### config.mk
export PLATFORM = sky130hd
export DESIGN_NAME = gated_temporal_pixel_average
export DESIGN_NICKNAME = d
export VERILOG_FILES = /design/src/hw/rtl/gtpa_pkg.sv /design/src/hw/rtl/gtpa_front.sv /design/src/hw/rtl/gtpa_queue.sv /design/src/hw/rtl/gtpa_back.sv /design/src/hw/rtl/gated_temporal_pixel_average.sv
export SDC_FILE = /design/constraint.sdc
export NUM_CORES = 1
export LEC_CHECK = 0
export BUFFER_PORTS_ARGS = -buffer_cell sky130_fd_sc_hd__buf_4
export CAP_MARGIN = 20
export CORE_MARGIN = 5
export CORE_UTILIZATION = 40
export CTS_CLUSTER_DIAMETER = 200
export DETAILED_ROUTE_END_ITERATION = 10
export PLACE_DENSITY = 0.63
export SLEW_MARGIN = 40
export SYNTH_ARGS = -nofsm -noshare
export SYNTH_HDL_FRONTEND = slang
export SYNTH_SLANG_ARGS = --single-unit
### constraint.sdc
create_clock -name i_clk -period 7.9 [get_ports i_clk]
set_clock_uncertainty 0.15 [all_clocks]
set_input_delay 1.975 -clock i_clk [delete_from_list [all_inputs] [get_ports i_clk]]
set_output_delay 1.975 -clock i_clk [all_outputs]
set_load 0.01 [all_outputs]
### src/hw/rtl/gtpa_pkg.sv
// gtpa_pkg: shared types and constants for the gated temporal pixel average
// used by every module under hw/rtl; depends on nothing
package gtpa_pkg;

    localparam int unsigned PIX_W       = 8;
    localparam int unsigned SUM_W       = 12;
    localparam int unsigned CNT_W       = 4;
    localparam int unsigned NUM_CH      = 3;
    localparam int unsigned QUEUE_DEPTH = 4;
    localparam int unsigned DIV_STEPS   = SUM_W;

    localparam logic [PIX_W-1:0] THR_RESET = 8'd40;
    localparam logic [SUM_W-1:0] SUM_MAX   = {SUM_W{1'b1}};
    localparam logic [CNT_W-1:0] CNT_MAX   = {CNT_W{1'b1}};
    localparam logic [PIX_W-1:0] PIX_MAX   = {PIX_W{1'b1}};

    // one classified item as it waits between front and back
    typedef struct packed {
        logic                       start;
        logic                       take;
        logic                       last;
        logic [NUM_CH-1:0][PIX_W-1:0] ref_px;
        logic [NUM_CH-1:0][PIX_W-1:0] cand_px;
    } t_item;

    // queue status seen by the front and the back
    typedef struct packed {
        logic full;
        logic empty;
    } t_qstat;

    typedef enum logic [1:0] {
        BS_RUN,
        BS_DIV,
        BS_OUT
    } t_bstate;

endpackage

### src/hw/rtl/gtpa_front.sv
// gtpa_front: takes input transfers, holds the threshold register and tests the neighbour
// depends on gtpa_pkg
module gtpa_front (
    input  logic                   i_clk,
    input  logic                   i_rst_n,
    input  logic                   i_cfg_we,
    input  logic [7:0]             i_cfg_wdata,
    input  logic                   i_valid,
    input  logic                   i_start_req,
    input  logic [7:0]             i_ref_c0,
    input  logic [7:0]             i_ref_c1,
    input  logic [7:0]             i_ref_c2,
    input  logic [7:0]             i_cand_c0,
    input  logic [7:0]             i_cand_c1,
    input  logic [7:0]             i_cand_c2,
    input  logic                   i_cand_valid,
    input  logic                   i_last,
    input  gtpa_pkg::t_qstat       i_qstat,
    output logic                   o_stall,
    output logic                   o_push,
    output gtpa_pkg::t_item        o_item
);
    import gtpa_pkg::*;

    logic [PIX_W-1:0] r_thr;
    logic [PIX_W-1:0] d0, d1, d2;
    logic [PIX_W+1:0] wsum;
    logic [PIX_W-1:0] wdiff;

    always_ff @(posedge i_clk) begin
        if (!i_rst_n) begin
            r_thr <= THR_RESET;
        end else if (i_cfg_we) begin
            r_thr <= i_cfg_wdata;
        end
    end

    assign d0 = (i_ref_c0 >= i_cand_c0) ? i_ref_c0 - i_cand_c0 : i_cand_c0 - i_ref_c0;
    assign d1 = (i_ref_c1 >= i_cand_c1) ? i_ref_c1 - i_cand_c1 : i_cand_c1 - i_ref_c1;
    assign d2 = (i_ref_c2 >= i_cand_c2) ? i_ref_c2 - i_cand_c2 : i_cand_c2 - i_ref_c2;

    // channel 1 counts twice, then divide by four
    assign wsum  = {2'b00, d0} + {1'b0, d1, 1'b0} + {2'b00, d2};
    assign wdiff = wsum[PIX_W+1:2];

    assign o_stall = i_qstat.full;
    assign o_push  = i_valid && !i_qstat.full;

    always_comb begin
        o_item.start      = i_start_req;
        o_item.take       = i_cand_valid && (wdiff <= r_thr);
        o_item.last       = i_last;
        o_item.ref_px[0]  = i_ref_c0;
        o_item.ref_px[1]  = i_ref_c1;
        o_item.ref_px[2]  = i_ref_c2;
        o_item.cand_px[0] = i_cand_c0;
        o_item.cand_px[1] = i_cand_c1;
        o_item.cand_px[2] = i_cand_c2;
    end

endmodule

### src/hw/rtl/gtpa_queue.sv
// gtpa_queue: short flip-flop queue of classified items between front and back
// depends on gtpa_pkg
module gtpa_queue (
    input  logic               i_clk,
    input  logic               i_rst_n,
    input  logic               i_push,
    input  gtpa_pkg::t_item    i_item,
    input  logic               i_pop,
    output gtpa_pkg::t_item    o_head,
    output gtpa_pkg::t_qstat   o_qstat
);
    import gtpa_pkg::*;

    localparam int unsigned PTR_W = $clog2(QUEUE_DEPTH);
    localparam int unsigned CNT_QW = $clog2(QUEUE_DEPTH + 1);

    t_item              r_slot [QUEUE_DEPTH];
    logic [PTR_W-1:0]   r_wptr, n_wptr;
    logic [PTR_W-1:0]   r_rptr, n_rptr;
    logic [CNT_QW-1:0]  r_fill, n_fill;
    logic               do_push, do_pop;

    assign o_qstat.full  = (r_fill == CNT_QW'(QUEUE_DEPTH));
    assign o_qstat.empty = (r_fill == '0);
    assign do_push = i_push && !o_qstat.full;
    assign do_pop  = i_pop && !o_qstat.empty;
    assign o_head  = r_slot[r_rptr];

    always_comb begin
        n_wptr = do_push ? r_wptr + 1'b1 : r_wptr;
        n_rptr = do_pop  ? r_rptr + 1'b1 : r_rptr;
        n_fill = r_fill;
        if (do_push && !do_pop) begin
            n_fill = r_fill + 1'b1;
        end else if (do_pop && !do_push) begin
            n_fill = r_fill - 1'b1;
        end
    end

    always_ff @(posedge i_clk) begin
        if (!i_rst_n) begin
            r_wptr <= '0;
            r_rptr <= '0;
            r_fill <= '0;
        end else begin
            r_wptr <= n_wptr;
            r_rptr <= n_rptr;
            r_fill <= n_fill;
        end
    end

    always_ff @(posedge i_clk) begin
        if (do_push) begin
            r_slot[r_wptr] <= i_item;
        end
    end

endmodule

### src/hw/rtl/gtpa_back.sv
// gtpa_back: accumulates queued items into the channel sums and divides on last
// depends on gtpa_pkg
module gtpa_back #(
    parameter int unsigned NEIGHBOURS_PER_SIDE = 4
) (
    input  logic               i_clk,
    input  logic               i_rst_n,
    input  gtpa_pkg::t_item    i_head,
    input  gtpa_pkg::t_qstat   i_qstat,
    output logic               o_pop,
    input  logic               i_stall,
    output logic               o_valid,
    output logic [7:0]         o_out_c0,
    output logic [7:0]         o_out_c1,
    output logic [7:0]         o_out_c2
);
    import gtpa_pkg::*;

    localparam int unsigned LIM_RAW = 2 * NEIGHBOURS_PER_SIDE + 1;
    localparam logic [CNT_W-1:0] CNT_LIMIT =
        (LIM_RAW > 15) ? CNT_MAX : CNT_W'(LIM_RAW);
    localparam int unsigned ITER_W = $clog2(DIV_STEPS);

    t_bstate            r_state, n_state;
    logic [SUM_W-1:0]   r_sum [NUM_CH];
    logic [SUM_W-1:0]   n_sum [NUM_CH];
    logic [CNT_W-1:0]   r_cnt, n_cnt;
    logic [SUM_W-1:0]   r_quo [NUM_CH];
    logic [SUM_W-1:0]   n_quo [NUM_CH];
    logic [CNT_W-1:0]   r_rem [NUM_CH];
    logic [CNT_W-1:0]   n_rem [NUM_CH];
    logic [ITER_W-1:0]  r_iter, n_iter;

    logic [SUM_W-1:0]   acc_sum [NUM_CH];
    logic [CNT_W-1:0]   acc_cnt;
    logic [SUM_W:0]     wide_sum [NUM_CH];
    logic [CNT_W:0]     trial [NUM_CH];
    logic               add_ok;

    // start loads, then the gated neighbour adds with saturation
    always_comb begin
        add_ok  = i_head.take && ((i_head.start ? 4'd1 : r_cnt) < CNT_LIMIT);
        acc_cnt = i_head.start ? CNT_W'(1) : r_cnt;
        if (add_ok) begin
            acc_cnt = acc_cnt + 1'b1;
        end
        for (int k = 0; k < NUM_CH; k++) begin
            acc_sum[k]  = i_head.start ? {{(SUM_W-PIX_W){1'b0}}, i_head.ref_px[k]} : r_sum[k];
            wide_sum[k] = {1'b0, acc_sum[k]} + {{(SUM_W-PIX_W+1){1'b0}}, i_head.cand_px[k]};
            if (add_ok) begin
                acc_sum[k] = wide_sum[k][SUM_W] ? SUM_MAX : wide_sum[k][SUM_W-1:0];
            end
        end
    end

    // restoring division, one quotient bit per cycle on all three channels
    always_comb begin
        for (int k = 0; k < NUM_CH; k++) begin
            trial[k] = {r_rem[k], r_quo[k][SUM_W-1]};
        end
    end

    always_comb begin
        n_state = r_state;
        n_cnt   = r_cnt;
        n_iter  = r_iter;
        o_pop   = 1'b0;
        for (int k = 0; k < NUM_CH; k++) begin
            n_sum[k] = r_sum[k];
            n_quo[k] = r_quo[k];
            n_rem[k] = r_rem[k];
        end
        unique case (r_state)
            BS_RUN: begin
                if (!i_qstat.empty) begin
                    o_pop = 1'b1;
                    n_cnt = acc_cnt;
                    for (int k = 0; k < NUM_CH; k++) begin
                        n_sum[k] = acc_sum[k];
                        n_quo[k] = acc_sum[k];
                        n_rem[k] = '0;
                    end
                    n_iter = '0;
                    if (i_head.last) begin
                        n_state = BS_DIV;
                    end
                end
            end
            BS_DIV: begin
                for (int k = 0; k < NUM_CH; k++) begin
                    if (trial[k] >= {1'b0, r_cnt}) begin
                        n_rem[k] = CNT_W'(trial[k] - {1'b0, r_cnt});
                        n_quo[k] = {r_quo[k][SUM_W-2:0], 1'b1};
                    end else begin
                        n_rem[k] = trial[k][CNT_W-1:0];
                        n_quo[k] = {r_quo[k][SUM_W-2:0], 1'b0};
                    end
                end
                n_iter = r_iter + 1'b1;
                if (r_iter == ITER_W'(DIV_STEPS - 1)) begin
                    n_state = BS_OUT;
                end
            end
            BS_OUT: begin
                if (!i_stall) begin
                    n_state = BS_RUN;
                end
            end
            default: n_state = BS_RUN;
        endcase
    end

    always_ff @(posedge i_clk) begin
        if (!i_rst_n) begin
            r_state <= BS_RUN;
            r_cnt   <= CNT_W'(1);
            for (int k = 0; k < NUM_CH; k++) begin
                r_sum[k] <= '0;
            end
        end else begin
            r_state <= n_state;
            r_cnt   <= n_cnt;
            for (int k = 0; k < NUM_CH; k++) begin
                r_sum[k] <= n_sum[k];
            end
        end
    end

    always_ff @(posedge i_clk) begin
        r_iter <= n_iter;
        for (int k = 0; k < NUM_CH; k++) begin
            r_quo[k] <= n_quo[k];
            r_rem[k] <= n_rem[k];
        end
    end

    // quotient saturates at full scale
    assign o_valid  = (r_state == BS_OUT);
    assign o_out_c0 = (|r_quo[0][SUM_W-1:PIX_W]) ? PIX_MAX : r_quo[0][PIX_W-1:0];
    assign o_out_c1 = (|r_quo[1][SUM_W-1:PIX_W]) ? PIX_MAX : r_quo[1][PIX_W-1:0];
    assign o_out_c2 = (|r_quo[2][SUM_W-1:PIX_W]) ? PIX_MAX : r_quo[2][PIX_W-1:0];

endmodule

### src/hw/rtl/gated_temporal_pixel_average.sv
// gated_temporal_pixel_average: top level joining front, queue and back
// depends on gtpa_pkg, gtpa_front, gtpa_queue, gtpa_back
//
//  channel   direction  handshake           payload
//  input     in         i_valid / o_stall   i_start_req, i_ref_c0..2, i_cand_c0..2,
//                                           i_cand_valid, i_last
//  output    out        o_valid / i_stall   o_out_c0..2
//  config    in         i_cfg_we            i_cfg_wdata (diff threshold)
//
// the front tests each neighbour as it is taken and queues it (4 entries)
// the back folds one queued item per cycle into the sums while it is in its run state
// a last item sends the back through the bit-serial divider and then into its output state
// while the back divides or holds a stalled result, the queue keeps taking items until it is full
// synchronous active-low reset: sums 0, count 1, threshold 40, queue empty
module gated_temporal_pixel_average #(
    parameter int unsigned NEIGHBOURS_PER_SIDE = 4
) (
    input  logic       i_clk,
    input  logic       i_rst_n,
    input  logic       i_cfg_we,
    input  logic [7:0] i_cfg_wdata,
    input  logic       i_valid,
    output logic       o_stall,
    input  logic       i_start_req,
    input  logic [7:0] i_ref_c0,
    input  logic [7:0] i_ref_c1,
    input  logic [7:0] i_ref_c2,
    input  logic [7:0] i_cand_c0,
    input  logic [7:0] i_cand_c1,
    input  logic [7:0] i_cand_c2,
    input  logic       i_cand_valid,
    input  logic       i_last,
    output logic       o_valid,
    input  logic       i_stall,
    output logic [7:0] o_out_c0,
    output logic [7:0] o_out_c1,
    output logic [7:0] o_out_c2
);
    import gtpa_pkg::*;

    t_item  push_item;
    t_item  head_item;
    t_qstat qstat;
    logic   push;
    logic   pop;

    gtpa_front u_front (
        .i_clk        (i_clk),
        .i_rst_n      (i_rst_n),
        .i_cfg_we     (i_cfg_we),
        .i_cfg_wdata  (i_cfg_wdata),
        .i_valid      (i_valid),
        .i_start_req  (i_start_req),
        .i_ref_c0     (i_ref_c0),
        .i_ref_c1     (i_ref_c1),
        .i_ref_c2     (i_ref_c2),
        .i_cand_c0    (i_cand_c0),
        .i_cand_c1    (i_cand_c1),
        .i_cand_c2    (i_cand_c2),
        .i_cand_valid (i_cand_valid),
        .i_last       (i_last),
        .i_qstat      (qstat),
        .o_stall      (o_stall),
        .o_push       (push),
        .o_item       (push_item)
    );

    gtpa_queue u_queue (
        .i_clk   (i_clk),
        .i_rst_n (i_rst_n),
        .i_push  (push),
        .i_item  (push_item),
        .i_pop   (pop),
        .o_head  (head_item),
        .o_qstat (qstat)
    );

    gtpa_back #(
        .NEIGHBOURS_PER_SIDE (NEIGHBOURS_PER_SIDE)
    ) u_back (
        .i_clk    (i_clk),
        .i_rst_n  (i_rst_n),
        .i_head   (head_item),
        .i_qstat  (qstat),
        .o_pop    (pop),
        .i_stall  (i_stall),
        .o_valid  (o_valid),
        .o_out_c0 (o_out_c0),
        .o_out_c1 (o_out_c1),
        .o_out_c2 (o_out_c2)
    );

endmodule
=== Yosys cells after proc, flatten, opt, wreduce, memory -nomap -nowiden ===
Memory sizes are Yosys's and may differ from the RTL's. A register that Yosys moved wholly into a read port is not among the register bits.
Index checks and enable logic that the tools add are counted.

* Flip-flop bits (word level): 25
* Latch bits: 0
* Bits in writable memories: 288
* Bits in read-only memories: 0
* Input bits: 64
* Output and inout port bits: 26
* Logic and storage cells: 121
* Memories: 4

{| class="wikitable"
|+ Memory list
! name !! words !! bits a word !! read ports !! clocked after memory_dff !! write ports !! line !! text
|-
| u_queue.r_slot || 4 || 51 || 1 || 1 || 1 || gtpa_queue.sv:17 || <nowiki>t_item r_slot [QUEUE_DEPTH];</nowiki>
|-
| u_back.r_quo || 3 || 12 || 3 || 0 || 3 || gtpa_back.sv:28 || <nowiki>logic [SUM_W-1:0] r_quo [NUM_CH];</nowiki>
|-
| u_back.r_sum || 3 || 12 || 3 || 0 || 3 || gtpa_back.sv:25 || <nowiki>logic [SUM_W-1:0] r_sum [NUM_CH];</nowiki>
|-
| u_back.r_rem || 3 || 4 || 3 || 0 || 3 || gtpa_back.sv:30 || <nowiki>logic [CNT_W-1:0] r_rem [NUM_CH];</nowiki>
|}

* Add/subtract/negate cells: 20
* $mul: 0
* Div/mod/pow operators: 0
* $lt $le $gt $ge: 8
* Equality and inequality tests: 8
* Shift-type cells: 0
* Muxes and demuxes: 49
* Bitwise operators: 4
* Reductions and logical operators: 21

{| class="wikitable"
|+ Operator list
! operator !! number
|-
| 12-bit 2-to-1 mux || 13
|-
| 36-bit 2-to-1 mux || 3
|-
| 36-bit case mux with 2 select lines || 1
|-
| 8-bit 2-to-1 mux || 6
|-
| 8-bit subtractor || 6
|-
| 12-bit by 8-bit adder with 13-bit output || 3
|-
| 8-bit >= comparator || 3
|-
| 4-bit 2-to-1 mux || 6
|-
| 12-bit case mux with 2 select lines || 1
|-
| 5-bit by 4-bit >= comparator with 1-bit output || 3
|-
| 2-bit 2-to-1 mux || 6
|-
| 4-bit OR reduction || 3
|-
| 4-bit subtractor || 3
|-
| 10-bit by 8-bit adder with 10-bit output || 1
|-
| 8-bit by 9-bit adder with 10-bit output || 1
|-
| 1-bit 2-to-1 mux || 9
|-
| 4-bit by 1-bit adder with 4-bit output, second input constant || 2
|-
| 8-bit less-or-equal comparator || 1
|-
| 4-bit case mux with 2 select lines || 1
|-
| 1-bit logical AND || 7
|-
| 3-bit 2-to-1 mux || 2
|-
| 2-bit != test, second input constant || 3
|-
| 2-bit case mux with 3 select lines || 1
|-
| 2-bit by 1-bit adder with 2-bit output, second input constant || 2
|-
| other kinds (16) || 23
|}

=== Longest topological paths before layout ===
Gate-level depths: netlist of the first run.

* Depth after elaboration: 8
* Depth in mapped cells: 26
* Depth with buffers taken out: 25

=== Modules after synthesis ===
A second synthesis of the first run with hierarchy kept.

* Cells, all modules: 1423
* Area total of the unflattened synthesis: 17443.0 µm²

{| class="wikitable"
|+ By module, submodules not included
! module !! times used !! cells each !! area each (µm²) !! seq. area each (µm²)
|-
| gtpa_queue || 1 || 315 || 7907.6 || 6306.0
|-
| gtpa_back || 1 || 708 || 6337.3 || 2402.3
|-
| gtpa_front || 1 || 400 || 3198.1 || 160.2
|}

=== Least setup slack after synthesis of the first run ===
Ideal clock, no wire load.

* Path kind: input -> register
* From: in i_ref_c2[0]
* To: mem u_queue.r_slot[0][49] in the netlist's numbering (data pin)
* Library setup time: 205 ps
* Data arrival time: 6448 ps
* Data required time: 7545 ps
* Slack: 1098 ps
* Stages: 24
* Buffers on the path: 0
* Cells stage by stage: inv_1 -> ha_1 -> inv_1 -> fa_1 -> a21oi_1 -> a21oi_1 -> o41ai_2 -> mux2i_1 -> xor2_1 -> fa_1 -> inv_1 -> fa_1 -> a21o_1 -> a21oi_1 -> o21bai_1 -> a21oi_1 -> nor2b_1 -> o21ai_0 -> nand2b_1 -> ha_1 -> nand3_1 -> nor2_1 -> nand2_1 -> a21boi_0

{| class="wikitable"
|+ RTL lines
! element !! line !! text
|-
| start, declared || gated_temporal_pixel_average.sv:27 || <nowiki>input logic [7:0] i_ref_c2,</nowiki>
|-
| end, declared || gtpa_queue.sv:17 ||
|}

==> metrics, run 1 <==
status=finished clean; fin nets=1,690; H-tree depth=2; dpl ws=614 ps; Synth area leader=edfxtp_1; ant diodes=0; Antenna Violating Nets Remaining=0; Multi-input gate area=7630 µm²; Syn Nets=1,605; fraction of layout instances using a drive strength above 1=16.6%; EDFF count, synth=256; combinational power share=47.0%; Sum Neg Setup Slack=0 ps; IO Pins=90; Leakage=7.40 nW; final period utilization=85.6%; Post-Synthesis Cells=1,416; row count=75; vias in the first global route=11,100; post-route core utilization=46.3%; RSZ-0062 raised after global routing=false; GRT overflow=0; CP Launch Type=input port; Detailed Route Iter0 Violations=666; Fmax achieved=0.148 GHz; crit path kind=input port to flip-flop; FILL cells=3,800; Net Sw Frac=38.6%; Port Buf Inserts=89; via count=11,200; Max VDD drop=262 µV; Max Cap Viol=0; clock sinks=315; CTS clk-pin slew, worst paths=60 ps; syn_area_per_cell=12.1 µm²; switching power=2.91 mW; sequential group share of total power=32.4%; Final setup viols=0; Clock Latency Late Sink=540 ps; Layout area overhead=13.9%; synthesized area=17,100 µm²; Tmin final=6760 ps; Max Root-Sink Buffers=3; CTS tree=yes; FF/Latch Area=8870 µm²; Crit path largest cell delay=530 ps; Setup Buffers After CTS=0; gr usage total=16.1%; RePlAce Congestion=0.868; fin. max-slew vios=0; DRC viols=0; Slew HR=52.1%; initial antenna violation count=0; synth top area cells=edfxtp_1 (45%), ha_1 (7.6%), dfxtp_1 (6.9%); Post-synth ARST share=0%; DIE WIDTH=217 µm; Synth Warn #=0; Most common cell on crit path=a21oi_1; Die Area=47,000 µm²; flop-to-flop setup slack=3370 ps; CP required=8070 ps; global-route wire length before repair=61,200 µm; largest net degree at the start of global routing=58; Worst Tran Pin Value=718 ps; Routed Wire Length=38,200 µm; root buffer cell=clkbuf_16; Clock Power Share=20.5%; Tot Pwr=7.56 mW; setup ws final=1140 ps; wire length per cell=18.5 µm; hold slack=312 ps; critical path data arrival time=6930 ps; Primary FF master, synth=edfxtp_1; Final Hold Fails=0; TritonRoute pass-1 iters=7; Synth top area share=44.9%; TritonCTS buffer count=35; vias per inst=5.40; slowest CP cell=fa_1; power per cell area=387 nW/µm²; CP max FO=6; CP endpoint kind=flip-flop; Core Footprint=42,100 µm²; Int Pwr=4.64 mW; sequential fraction of the synthesis area=51.8%; worst min path class=flip-flop to flip-flop; HPWL after DPL=26,600 µm; post-synthesis register bit count=315; Die Y=217 µm; Initial Util=40.6%; unique cell type count in the Yosys netlist=79; cts hold-fix bufs=0; post-cts resize count=0
[cell usage in the layout, fill, tap and decap left out, types with 5 or more instances in the layout]
master and instances:
mux4_2 51, clkinv_1 7, o21bai_1 6, buf_4 101
xor2_1 19, and2_1 10, a21oi_1 75, clkbuf_16 36
mux2i_1 30, o21a_1 8, nor3b_1 5, mux2_2 13
o211ai_1 13, a221oi_1 5, o21ai_0 72, nand3_1 29
a21o_1 24, nand2_1 99, xnor2_1 29, nor2b_1 23
a211oi_1 15, o31ai_1 8, or3_1 9, o22ai_1 11
a311oi_1 5, ha_1 104, nand4_1 9, a21boi_0 9
clkbuf_1 10, dfxtp_1 57, fa_1 21, nand2b_1 36
inv_1 106, edfxtp_1 256, clkinv_2 5, a31oi_1 15
nor2_1 89, nor3_1 15
[area by class of cell]
class / instances / share of cell area [%]
Timing Repair Buffer: 105 / 4.30
Inverter: 107 / 2.06
Sequential cell: 315 / 45.5
Multi-Input combinational cell: 937 / 39.1
Clock inverter: 16 / 0.718
Clock buffer: 47 / 4.88
Tap cell: 539 / 3.46
[stage by stage]
| stage | std cells | instance area [µm²] |
|---|---|---|
| after floorplan | 1416 | 17100 |
| after global placement | 1999 | 18300 |
| after detailed placement | 1999 | 18300 |
| after CTS | 2062 | 19400 |
| after global routing | 2066 | 19500 |
| final | 2066 | 19500 |
[per-layer routing]
layer	up-vias	global-route usage [%]	wire length, µm
li1	5421	-	-
met1	5481	23.2	18500
met2	201	25.6	17500
met3	51	2.61	1490
met4	0	3.86	764
met5	-	0	0
[Yosys cell counts (10+ instances only)]
cell / count
a21o_1: 24
and2_1: 14
a211oi_1: 15
xor2_1: 19
dfxtp_1: 59
o21ai_0: 72
mux4_2: 51
fa_1: 21
mux2i_1: 30
ha_1: 104
xnor2_1: 29
o22ai_1: 11
nand3_1: 29
clkbuf_1: 41
buf_2: 10
mux2_2: 13
a31oi_1: 15
a21oi_1: 75
nor2b_1: 24
nand2_1: 100
inv_1: 106
nor3_1: 15
nor2_1: 89
nand2b_1: 37
o211ai_1: 13
edfxtp_1: 256
[registers in the layout, indices dropped and copies added, names as in the netlist, named ones only]
| register | count |
|---|---|
| u_back.r_cnt | 4 |
| u_back.r_iter | 4 |
| u_back.r_quo | 36 |
| u_back.r_rem | 12 |
| u_back.r_state | 2 |
| u_back.r_sum | 36 |
| u_front.r_thr | 8 |
| u_queue.r_fill | 3 |
| u_queue.r_rptr | 2 |
| u_queue.r_slot | 204 |
| u_queue.r_wptr | 2 |
[cell families after synthesis]
kind of cell    count (synthesis)  synth area share (%)
xor+xnor                       48                  2.45
flops                         315                  51.8
mux                            96                  9.48
buf+inv                       164                  3.86
simple gates                  353                  10.2
fa+ha+maj                     125                  10.1
compound gates                315                  12.1
[worst paths after layout]
check / startpoint / endpoint / cells past startpoint
max: i_ref_c2[0] / u_queue.r_slot[0][49] / 26
min: u_back.r_sum[0][30] / u_back.r_sum[0][30] / 2
min reg2reg: u_back.r_sum[0][30] / u_back.r_sum[0][30] / 2
max reg2reg: flip-flop / u_back.r_quo[0][23] / 12
[power groups by stage]
stage	Combinational (mW)	Clock [mW]	Sequential, mW
floorplan	2.70	0	2.41
global placement	3.48	0	2.47
detailed placement	3.54	0	2.49
CTS	3.57	1.59	2.46
global route	3.98	1.67	2.49
finish	3.56	1.55	2.45
[worst max-delay path, delay by kind of cell]
family | cells | cell delay (ps)
adders and majority gates | 5 | 1700
AOI/OAI and AO/OA | 10 | 2210
xor gates and xnor gates | 1 | 90
and+or+nand+nor | 5 | 400
muxes | 1 | 230
buffers and inverters | 4 | 280
Note: power is estimated with default switching activity, not from simulation.
==> run 2, diff against run 1 <==
--- a/config.mk
+++ b/config.mk
@@ -11,7 +11,6 @@
 export CORE_UTILIZATION = 40
 export CTS_CLUSTER_DIAMETER = 200
 export DETAILED_ROUTE_END_ITERATION = 10
-export PLACE_DENSITY = 0.63
 export SLEW_MARGIN = 40
 export SYNTH_ARGS = -nofsm -noshare
 export SYNTH_HDL_FRONTEND = slang
==> metrics, run 2 (synthesized netlist as in run 1, its figures left out) <==
hold slack=299 ps; fin nets=1,689; CP max FO=6; initial antenna violation count=0; Max Root-Sink Buffers=3; Tot Pwr=7.59 mW; Final Hold Fails=0; Layout area overhead=14.0%; vias in the first global route=11,100; Sum Neg Setup Slack=0 ps; critical path data arrival time=6900 ps; root buffer cell=clkbuf_16; cts hold-fix bufs=0; post-route core utilization=46.3%; global-route wire length before repair=60,900 µm; vias per inst=5.41; Final setup viols=0; post-cts resize count=0; Clock Latency Late Sink=530 ps; commonest non-fill, non-tap cell in the layout=edfxtp_1; Leakage=7.42 nW; TritonRoute pass-1 iters=5; placed cell areas=18,300 µm²; DIE WIDTH=217 µm; Fmax achieved=0.148 GHz; Largest register FFs=204; Tmin final=6760 ps; FF-to-FF path depth=12; CP endpoint kind=flip-flop; hold path endpoint=u_back.r_sum[0][3]; Die Area=47,000 µm²; Port Buf Inserts=89; HPWL after DPL=26,400 µm; flop-to-flop setup slack=3260 ps; Worst Tran Pin Value=820 ps; RR Endpoint=u_back.r_quo[0][23]; GRT overflow=0; H-tree depth=2; Core Footprint=42,100 µm²; wire length per cell=18.4 µm; fin. max-slew vios=0; DRC viols=0; RePlAce Congestion=0.863; Slew HR=45.4%; gr usage total=16.0%; post-route cell area=19,500 µm²; hold path depth=2; via count=11,200; CP required=8040 ps; power per cell area=389 nW/µm²; RSZ-0062 raised after global routing=false; CP Launch Type=input port; largest net degree at the start of global routing=58; Max VDD drop=223 µV; most frequent cells in the layout=edfxtp_1 (256), inv_1 (106), ha_1 (104); Detailed Route Iter0 Violations=707; ant diodes=0; Hold Path Origin=u_back.r_sum[0][3]; worst min path class=flip-flop to flip-flop; Die Y=217 µm; fraction of layout instances using a drive strength above 1=16.6%; Antenna Violating Nets Remaining=0; IO Pins=90; row count=75; status=finished clean; CTS tree=yes; Max Cap Viol=0; crit path kind=input port to flip-flop; Regs by FF count=u_queue.r_slot: 204 flops, u_back.r_quo: 36 flops, u_back.r_sum: 36 flops; TritonCTS buffer count=34; Top reg by flops=u_queue.r_slot; Routed Wire Length=38,100 µm; Setup Buffers After CTS=0; clock sinks=315; final period utilization=85.6%; CTS clk-pin slew, worst paths=60 ps; Initial Util=40.6%
run 2: cell types whose count changed in the layout (fill, tap and decap cells not counted), sizes merged:
cell,change
clkinvlp,-1
bufinv,+1
inv,-1
clkbuf,+2
clkinv,-2
run 2: metrics by stage:
step / cells / setup slack, ps
2_1_floorplan: 1416 / 1100
3_3_place_gp: 2000 / 713
3_5_place_dp: 2000 / 596
4_1_cts: 2062 / 1150
5_1_grt: 2065 / 649
6_report: 2065 / 1140
run 2: power by group:
group	switching [mW]	internal (mW)	leakage, nW
Sequential	0.205	2.26	2.88
Clock	0.640	0.956	0.552
Combinational	2.06	1.46	3.99
Total	2.91	4.68	7.42
run 2: metal layers:
layer | GRT usage (%) | share of wire, %
met4 | 3.56 | 1.7
met2 | 25.3 | 45
met1 | 23.4 | 49
met3 | 2.72 | 4.5
met5 | 0 | 0
run 2: layout make-up:
class,count,area (µm²)
fill,3775,22600
sequential,315,8870
multi-input combinational,937,7630
clock buffer,49,968
timing repair buffer,105,826
tap,539,674
inverter,107,402
clock inverter,13,159
run 2: worst max-delay path by stage:
stage	startpoint	to	cells after the start
finish	i_ref_c2[0]	u_queue.r_slot[0][49]	26
global route	i_ref_c2[0]	u_queue.r_slot[0][49]	26
CTS	i_ref_c2[0]	u_queue.r_slot[0][49]	26
detailed placement	i_ref_c2[0]	u_queue.r_slot[0][49]	26
global placement	i_ref_c2[0]	u_queue.r_slot[0][49]	26
floorplan	i_ref_c2[0]	u_queue.r_slot[0][49]	24
run 2: critical path, cell delays in order:
cell      delay, ps
buf_4           130
inv_1            50
ha_1            130
inv_1            60
fa_1            380
a21oi_1         180
a21oi_1         140
o41a_1          510
mux2i_1         230
o21a_1          180
xnor2_1          90
fa_1            540
inv_1            40
ha_1            320
a21o_1          180
a21oi_1         220
o21bai_1         90
a21oi_1         220
nor2b_1          70
o21ai_0         150
nand2b_1         90
ha_1            300
nand3_1          90
nor2_1          100
nand2_1          50
a21boi_0        360
